**src/rtl/frwl_pkg.sv**
```systemverilog
package frwl_pkg;

    localparam int DEF_QUEUE_DEPTH = 16;
    localparam int DEF_ID_BITS     = 16;
    localparam int DEF_COUNT_BITS  = 16;

    // fixed field widths on the ports
    localparam int ACTION_W  = 3;
    localparam int REQ_ID_W  = 16;
    localparam int STATUS_W  = 3;
    localparam int WRITER_W  = 16;
    localparam int READERS_W = 16;
    localparam int WAITING_W = 5;
    localparam int OUT_DATA_W = 40;

    typedef enum logic [ACTION_W-1:0] {
        A_TRY_READ   = 3'd0,
        A_TRY_WRITE  = 3'd1,
        A_READ_LOCK  = 3'd2,
        A_WRITE_LOCK = 3'd3,
        A_UNLOCK     = 3'd4,
        A_DESTROY    = 3'd5,
        A_INIT       = 3'd6
    } t_action;

    typedef enum logic [STATUS_W-1:0] {
        ST_OK       = 3'd0,
        ST_BUSY     = 3'd1,
        ST_DEADLOCK = 3'd2,
        ST_QUEUED   = 3'd3,
        ST_FULL     = 3'd4,
        ST_NOT_HELD = 3'd5
    } t_status;

    typedef enum logic [1:0] {
        S_IDLE,
        S_EVAL,
        S_SCAN
    } t_state;

    // control from the sequencer to the wait queue
    typedef struct packed {
        logic rd_en;
        logic push;
        logic pop;
        logic clear;
    } t_queue_cmd;

endpackage

```
**src/rtl/frwl_queue.sv**
```systemverilog
module frwl_queue
    import frwl_pkg::*;
#(
    parameter int QUEUE_DEPTH = DEF_QUEUE_DEPTH,
    parameter int ID_W        = DEF_ID_BITS,
    localparam int IDX_W      = $clog2(QUEUE_DEPTH),
    localparam int CNT_W      = $clog2(QUEUE_DEPTH + 1)
) (
    input  logic             i_clk,
    input  logic             i_rst_n,
    input  t_queue_cmd       i_cmd,
    input  logic [CNT_W-1:0] i_rd_off,
    input  logic [ID_W-1:0]  i_push_id,
    output logic [ID_W-1:0]  o_rd_id,
    output logic [CNT_W-1:0] o_count
);

    localparam int SUM_W = IDX_W + 1;
    localparam logic [SUM_W-1:0] DEPTH_S = SUM_W'(QUEUE_DEPTH);

    logic [ID_W-1:0]  r_mem [QUEUE_DEPTH];
    logic [IDX_W-1:0] r_head;
    logic [CNT_W-1:0] r_count;
    logic [ID_W-1:0]  r_rd_id;

    logic [SUM_W-1:0] rd_sum;
    logic [SUM_W-1:0] wr_sum;
    logic [SUM_W-1:0] pop_sum;
    logic [IDX_W-1:0] rd_addr;
    logic [IDX_W-1:0] wr_addr;
    logic [IDX_W-1:0] n_head;

    // ring index wrap: all sums stay below twice the depth
    always_comb begin
        rd_sum  = {1'b0, r_head} + SUM_W'(i_rd_off);
        wr_sum  = {1'b0, r_head} + SUM_W'(r_count);
        pop_sum = {1'b0, r_head} + SUM_W'(1);
        rd_addr = (rd_sum >= DEPTH_S) ? IDX_W'(rd_sum - DEPTH_S) : IDX_W'(rd_sum);
        wr_addr = (wr_sum >= DEPTH_S) ? IDX_W'(wr_sum - DEPTH_S) : IDX_W'(wr_sum);
        n_head  = (pop_sum >= DEPTH_S) ? IDX_W'(pop_sum - DEPTH_S) : IDX_W'(pop_sum);
    end

    always_ff @(posedge i_clk) begin
        if (i_cmd.push) begin
            r_mem[wr_addr] <= i_push_id;
        end
        if (i_cmd.rd_en) begin
            r_rd_id <= r_mem[rd_addr];
        end
    end

    always_ff @(posedge i_clk) begin
        if (!i_rst_n || i_cmd.clear) begin
            r_head  <= '0;
            r_count <= '0;
        end else if (i_cmd.push) begin
            r_count <= r_count + CNT_W'(1);
        end else if (i_cmd.pop) begin
            r_head  <= n_head;
            r_count <= r_count - CNT_W'(1);
        end
    end

    assign o_rd_id = r_rd_id;
    assign o_count = r_count;

endmodule

```
**src/rtl/fifo_fair_reader_writer_lock_top.sv**
```systemverilog
// Channel   Dir  tdata (low bit up)                          tuser
// s         in   requester_id[15:0]                          action[2:0]
// m         out  status[2:0] writer_now[18:3]                -
//                readers_now[34:19] waiting_now[39:35]
//
// An item is accepted, then evaluated and its result loaded, when the waiting
// queue need not be searched. A blocking request that is refused scans the
// queue with one shared id comparator, one entry per cycle from the queue RAM.
// Synchronous active-low reset empties the lock; queue RAM contents are not
// cleared. Input is taken while a result still sits in the output register; a
// held result stalls only the next load.
module fifo_fair_reader_writer_lock_top
    import frwl_pkg::*;
#(
    parameter int QUEUE_DEPTH = DEF_QUEUE_DEPTH,
    parameter int ID_BITS     = DEF_ID_BITS,
    parameter int COUNT_BITS  = DEF_COUNT_BITS
) (
    input  logic                  i_clk,
    input  logic                  i_rst_n,
    input  logic                  i_s_tvalid,
    output logic                  o_s_tready,
    input  logic [REQ_ID_W-1:0]   i_s_tdata,   // requester_id[15:0]
    input  logic [ACTION_W-1:0]   i_s_tuser,   // action[2:0]
    output logic                  o_m_tvalid,
    input  logic                  i_m_tready,
    output logic [OUT_DATA_W-1:0] o_m_tdata    // status, writer_now, readers_now, waiting_now
);

    localparam int ID_W  = (ID_BITS < REQ_ID_W) ? ID_BITS : REQ_ID_W;
    localparam int CNT_W = $clog2(QUEUE_DEPTH + 1);
    localparam int RX_W  = (COUNT_BITS > READERS_W) ? COUNT_BITS : READERS_W;
    localparam int WX_W  = (CNT_W > WAITING_W) ? CNT_W : WAITING_W;
    localparam logic [CNT_W-1:0] DEPTH_C = CNT_W'(QUEUE_DEPTH);

    t_state               r_state, n_state;
    t_action              r_action;
    logic [ID_W-1:0]      r_who;
    logic [ID_W-1:0]      r_writer, n_writer;
    logic [COUNT_BITS-1:0] r_readers, n_readers;
    logic [CNT_W-1:0]     r_idx;

    logic                 r_out_valid;
    t_status              r_out_status;
    logic [WRITER_W-1:0]  r_out_writer;
    logic [READERS_W-1:0] r_out_readers;
    logic [WAITING_W-1:0] r_out_waiting;

    t_queue_cmd           q_cmd;
    logic [CNT_W-1:0]     q_rd_off;
    logic [ID_W-1:0]      q_rd_id;
    logic [CNT_W-1:0]     q_count;
    logic [CNT_W-1:0]     n_count;

    logic                 s_accept;
    logic                 out_free;
    logic                 commit;

    // decision
    logic                 dec_done;
    logic                 dec_scan;
    t_status              dec_status;
    logic                 do_grant_rd, do_grant_wr, do_pop, do_push;
    logic                 do_unlock_w, do_unlock_r, do_init;
    logic                 id_match, head_ok, is_last, search;
    logic                 rd_ok;

    logic [RX_W-1:0]      readers_x;
    logic [WX_W-1:0]      count_x;

    assign s_accept = i_s_tvalid && o_s_tready;
    assign out_free = !r_out_valid || i_m_tready;

    // shared comparator: queue entry under scan against the requester
    assign id_match = (q_rd_id == r_who);
    assign head_ok  = (q_count == '0) || id_match;
    assign is_last  = ((r_idx + CNT_W'(1)) == q_count);
    assign rd_ok    = (r_writer == '0) && head_ok && (r_readers != '1);

    always_comb begin
        dec_done    = 1'b0;
        dec_scan    = 1'b0;
        dec_status  = ST_BUSY;
        do_grant_rd = 1'b0;
        do_grant_wr = 1'b0;
        do_pop      = 1'b0;
        do_push     = 1'b0;
        do_unlock_w = 1'b0;
        do_unlock_r = 1'b0;
        do_init     = 1'b0;
        search      = 1'b0;

        if (r_state == S_EVAL) begin
            dec_done = 1'b1;
            if (r_who == '0 && r_action != A_DESTROY && r_action != A_INIT) begin
                dec_status = ST_BUSY;
            end else begin
                case (r_action)
                    A_TRY_READ, A_READ_LOCK: begin
                        if (rd_ok) begin
                            dec_status  = ST_OK;
                            do_grant_rd = 1'b1;
                            do_pop      = (q_count != '0);
                        end else if (r_action == A_READ_LOCK) begin
                            search = 1'b1;
                        end
                    end
                    A_TRY_WRITE, A_WRITE_LOCK: begin
                        if (r_readers == '0 && r_writer == r_who) begin
                            dec_status = ST_DEADLOCK;
                        end else if (r_readers == '0 && r_writer == '0 && head_ok) begin
                            dec_status  = ST_OK;
                            do_grant_wr = 1'b1;
                            do_pop      = (q_count != '0);
                        end else if (r_action == A_WRITE_LOCK) begin
                            search = 1'b1;
                        end
                    end
                    A_UNLOCK: begin
                        if (r_writer == r_who) begin
                            dec_status  = ST_OK;
                            do_unlock_w = 1'b1;
                        end else if (r_readers == '0) begin
                            dec_status = ST_NOT_HELD;
                        end else begin
                            dec_status  = ST_OK;
                            do_unlock_r = 1'b1;
                        end
                    end
                    A_DESTROY: begin
                        dec_status = (r_writer != '0 || q_count != '0) ? ST_BUSY : ST_OK;
                    end
                    A_INIT: begin
                        dec_status = ST_OK;
                        do_init    = 1'b1;
                    end
                    default: begin
                        dec_status = ST_BUSY;
                    end
                endcase
            end
        end else if (r_state == S_SCAN) begin
            dec_done = 1'b1;
            search   = 1'b1;
        end

        // queue membership step, then append when absent and the queue is not full
        if (search) begin
            if (q_count != '0 && id_match) begin
                dec_status = ST_DEADLOCK;
            end else if (q_count == '0 || is_last) begin
                if (q_count >= DEPTH_C) begin
                    dec_status = ST_FULL;
                end else begin
                    dec_status = ST_QUEUED;
                    do_push    = 1'b1;
                end
            end else begin
                dec_done = 1'b0;
                dec_scan = 1'b1;
            end
        end
    end

    assign commit = dec_done && out_free;

    // next state
    always_comb begin
        n_state = r_state;
        case (r_state)
            S_IDLE: begin
                if (s_accept) begin
                    n_state = S_EVAL;
                end
            end
            S_EVAL: begin
                if (commit) begin
                    n_state = S_IDLE;
                end else if (dec_scan) begin
                    n_state = S_SCAN;
                end
            end
            S_SCAN: begin
                if (commit) begin
                    n_state = S_IDLE;
                end
            end
            default: begin
                n_state = S_IDLE;
            end
        endcase
    end

    // outputs of the sequencer
    always_comb begin
        o_s_tready  = (r_state == S_IDLE);
        q_cmd.rd_en = (r_state == S_IDLE) || dec_scan;
        q_cmd.push  = commit && do_push;
        q_cmd.pop   = commit && do_pop;
        q_cmd.clear = commit && do_init;
        q_rd_off    = (r_state == S_IDLE) ? '0 : r_idx + CNT_W'(1);
    end

    // lock state after this item
    always_comb begin
        n_writer  = r_writer;
        n_readers = r_readers;
        n_count   = q_count;
        if (do_grant_rd) begin
            n_readers = r_readers + COUNT_BITS'(1);
        end
        if (do_grant_wr) begin
            n_writer = r_who;
        end
        if (do_unlock_w) begin
            n_writer = '0;
        end
        if (do_unlock_r) begin
            n_readers = r_readers - COUNT_BITS'(1);
        end
        if (do_pop) begin
            n_count = q_count - CNT_W'(1);
        end
        if (do_push) begin
            n_count = q_count + CNT_W'(1);
        end
        if (do_init) begin
            n_writer  = '0;
            n_readers = '0;
            n_count   = '0;
        end
        readers_x = RX_W'(n_readers);
        count_x   = WX_W'(n_count);
    end

    always_ff @(posedge i_clk) begin
        if (!i_rst_n) begin
            r_state     <= S_IDLE;
            r_writer    <= '0;
            r_readers   <= '0;
            r_idx       <= '0;
            r_out_valid <= 1'b0;
        end else begin
            r_state <= n_state;
            if (s_accept) begin
                r_idx <= '0;
            end else if (dec_scan) begin
                r_idx <= r_idx + CNT_W'(1);
            end
            if (commit) begin
                r_writer    <= n_writer;
                r_readers   <= n_readers;
                r_out_valid <= 1'b1;
            end else if (i_m_tready) begin
                r_out_valid <= 1'b0;
            end
        end
    end

    always_ff @(posedge i_clk) begin
        if (s_accept) begin
            r_action <= t_action'(i_s_tuser);
            r_who    <= i_s_tdata[ID_W-1:0];
        end
        if (commit) begin
            r_out_status  <= dec_status;
            r_out_writer  <= WRITER_W'(n_writer);
            r_out_readers <= readers_x[READERS_W-1:0];
            r_out_waiting <= count_x[WAITING_W-1:0];
        end
    end

    frwl_queue #(
        .QUEUE_DEPTH (QUEUE_DEPTH),
        .ID_W        (ID_W)
    ) u_queue (
        .i_clk     (i_clk),
        .i_rst_n   (i_rst_n),
        .i_cmd     (q_cmd),
        .i_rd_off  (q_rd_off),
        .i_push_id (r_who),
        .o_rd_id   (q_rd_id),
        .o_count   (q_count)
    );

    assign o_m_tvalid = r_out_valid;
    assign o_m_tdata  = {r_out_waiting, r_out_readers, r_out_writer, r_out_status};

endmodule
```
**config.mk**
```make
export PLATFORM = sky130hd
export DESIGN_NAME = fifo_fair_reader_writer_lock_top
export DESIGN_NICKNAME = d
export VERILOG_FILES = /design/src/rtl/frwl_pkg.sv /design/src/rtl/frwl_queue.sv /design/src/rtl/fifo_fair_reader_writer_lock_top.sv
export SDC_FILE = /design/constraint.sdc
export NUM_CORES = 1
export LEC_CHECK = 0
export BUFFER_PORTS_ARGS = -buffer_cell sky130_fd_sc_hd__buf_2
export CAP_MARGIN = 20
export CELL_PAD_IN_SITES_DETAIL_PLACEMENT = 2
export CELL_PAD_IN_SITES_GLOBAL_PLACEMENT = 2
export CORE_MARGIN = 10
export CORE_UTILIZATION = 45
export DETAILED_ROUTE_END_ITERATION = 8
export PLACE_DENSITY = 0.81
export SLEW_MARGIN = 20
export SYNTH_ARGS = -nofsm -noshare
export SYNTH_HDL_FRONTEND = slang
export SYNTH_SLANG_ARGS = --single-unit
```
**constraint.sdc**
```tcl
create_clock -name i_clk -period 8.9 [get_ports i_clk]
set_input_delay 0.89 -clock i_clk [delete_from_list [all_inputs] [get_ports i_clk]]
set_output_delay 0.89 -clock i_clk [all_outputs]
set_load 0.005 [all_outputs]
```
==> flow_metrics.tcl <==
set metrics [dict create \
    syn_inst 1085 \
    rows 69 \
    min_path_type "register to register" \
    cts_tree "built" \
    dr.pass1.iters 5 \
    wirelength_mm 53.54 \
    setup_violations 0 \
    clk_pin_slew_ns 0.06 \
    synth_warnings 0 \
    via_per_inst 6.250 \
    worst-setup-path-type "register to register" \
    fmax_mhz 208.2 \
    power.total_mw 4.193 \
    critPathMaxStageDelay_ns 0.87 \
    synth_cell_types 78 \
    skew_ns 0.03223 \
    cp_data_arrival_time_ns 5.25 \
    synth_area_mm2 0.01637 \
    path_buf_inv 2 \
    syn_avg_cell_area_um2 15.09 \
    cellPowerDensity_mw_per_mm2 224.1 \
    ant_nets 0 \
    ctsHtreeMaxLevel 2 \
    post_drt_wl_per_cell_um 32.27 \
    worst_setup_path_end_kind "register" \
    synth_flop_cell "edfxtp_1" \
    final_cell_mix "331 x edfxtp_1, 83 x nand2_1, 77 x a21oi_1, 64 x mux4_2, 64 x buf_2" \
    area_growth_pct 14.26 \
    syn_nets 1126 \
    grt_pass1_vias 11640 \
    worstMarginPinSlew_ns 1.102 \
    numPortBuffers 64 \
    final_common_cell "edfxtp_1" \
    grt_first_pass_wirelength_mm 80.41 \
    synth-edff-count 331 \
    dieHeight_um 210.8 \
    ys_seq_area_frac 0.6669 \
    ctsRootBufferMaster "clkbuf_16" \
    synth-async-reset-ratio 0 \
    drc 0 \
    slew_violations 0 \
    ioPinCount 65 \
    critPathSlowestCell "edfxtp_1" \
    period_needed_ns 4.802 \
    start_kind "register" \
    hold_violations 0 \
    final_nets 1206 \
    drt_iter0_drc 809 \
    vias 10370 \
    cts.path.max_buffers 3 \
    drive_gt1_frac 0.2047 \
    dieArea_mm2 0.04442 \
    grt-ovfl-total 0 \
    cts.sinks 380 \
    grt_use_total 0.2446 \
    start_util 0.4581 \
    slew_headroom 0.2655 \
    hpwl_mm 33.93 \
    antenna_found_initial 1 \
    cts_buffers 41 \
    fp.coreArea_mm2 0.03574 \
    finalCritPeriodShare 0.5396 \
    grt_max_degree 65 \
    clk_latency_ns 0.57 \
    n_fill_cell 3295 \
    cp_max_fo 50 \
    routabilityCongestion 0.8611 \
    cts-resized-gates 0 \
    required_ns 9.35 \
    ys_seq_elements 380 \
    cap_viol_max_count 0 \
    postCtsSetupRepairBufs 0 \
    cp_cell_sequence "xor2_1, nor4_1, nand4_1, a2bb2oi_1, o211ai_2, and2_4, inv_2, buf_4, nand2_1, o32ai_1" \
    rsz0062_at_grt "no" \
    die_w_um 210.8 \
    p_leak_nw 6.499 \
    tns_ns 0 \
    vdd_drop_max_uv 130.6 \
    cp_top_family "simple AND/OR/NAND/NOR gates" \
    holdBufCountCts 0 \
    status "finished, final reports clean" \
]
==> report_power, final <==
| part | total, mW | switching, mW | internal [mW] |
|---|---|---|---|
| Combinational | 0.366 | 0.237 | 0.129 |
| Sequential | 2.08 | 0.0628 | 2.01 |
| Clock | 1.75 | 0.722 | 1.03 |
==> final timing paths <==
path	start	to	slack, ns	cells after the start
max reg2reg	r_who[13]	r_readers[15]	4.10	10
max	r_who[13]	r_readers[15]	4.10	10
min	r_idx[4]	r_idx[4]	0.50	2
min reg2reg	r_idx[4]	r_idx[4]	0.50	2
==> worst register-to-register path, cell delays in order, from the launching register on <==
cell	delay, ns
edfxtp_1	0.87
xor2_1	0.19
nor4_1	0.54
nand4_1	0.55
a2bb2oi_1	0.53
o211ai_2	0.20
and2_4	0.32
inv_2	0.39
buf_4	0.59
nand2_1	0.26
o32ai_1	0.27
==> stage by stage <==
step	worst slack (ns)	area, um2	hold WS, ns	util	cells
3_3_place_gp	4.560	17360	0.4797	0.4856	1583
4_1_cts	3.912	18700	0.4967	0.5232	1658
5_1_grt	3.665	18710	0.5056	0.5234	1658
2_1_floorplan	4.754	16370	0.4651	-	1085
6_report	4.098	18710	0.5006	0.5235	1659
3_5_place_dp	3.995	17360	0.4900	0.4856	1583
==> cells by family after synthesis <==
group | count (synthesis) | share of synthesized area
AO/OA/AOI/OAI | 183 | 0.07435
flip-flops | 380 | 0.6669
XOR/XNOR | 63 | 0.03454
adder cells (fa/ha/maj) | 18 | 0.01467
AND/OR/NAND/NOR | 294 | 0.09208
multiplexers | 85 | 0.1009
buffers and inverters | 62 | 0.01650
==> layout make-up <==
cell class | count | area, um2 | area share
diodes | 1 | 2.502 | 0.0001338
clock buffers | 53 | 1114 | 0.05952
clock inverters | 22 | 230.2 | 0.01231
inverters | 11 | 41.29 | 0.002207
multi-input cells | 643 | 5324 | 0.2846
flip-flops and latches | 380 | 10920 | 0.5837
well taps | 461 | 576.8 | 0.03083
repair buffers | 88 | 500.5 | 0.02675
==> state kept, by name, indices dropped and copies added (netlist names), 16 cells and up <==
| signal | count |
|---|---|
| r_writer | 16 |
| r_out_writer | 16 |
| u_queue.r_mem | 256 |
| r_out_readers | 16 |
| r_readers | 16 |
| r_who | 16 |
| u_queue.o_rd_id | 16 |
==> metal layers <==
layer | vias up | wire length, um | global-route usage
li1 | 4400 | - | -
met1 | 5504 | 21360 | 0.3007
met2 | 340 | 27580 | 0.4273
met3 | 122 | 2554 | 0.03769
met4 | 2 | 2023 | 0.09241
met5 | - | 20 | 0
==> cells in the mapped netlist (16+ instances only) <==
library cell    n  area share
nor4_1         18      0.0069
dfxtp_1        49       0.060
ha_1           16       0.012
mux2i_1        20       0.012
and3_1         16      0.0061
nor2b_1        27       0.010
mux4_2         64       0.088
nor2_1         52       0.012
nand2_1        83       0.019
clkbuf_1       28      0.0064
xor2_1         45       0.024
edfxtp_1      331        0.61
nand3_1        18      0.0055
a21oi_1        77       0.024
a211oi_1       18      0.0083
nor3_1         25      0.0076
xnor2_1        17      0.0091
Note: power is estimated with default switching activity, not from simulation.
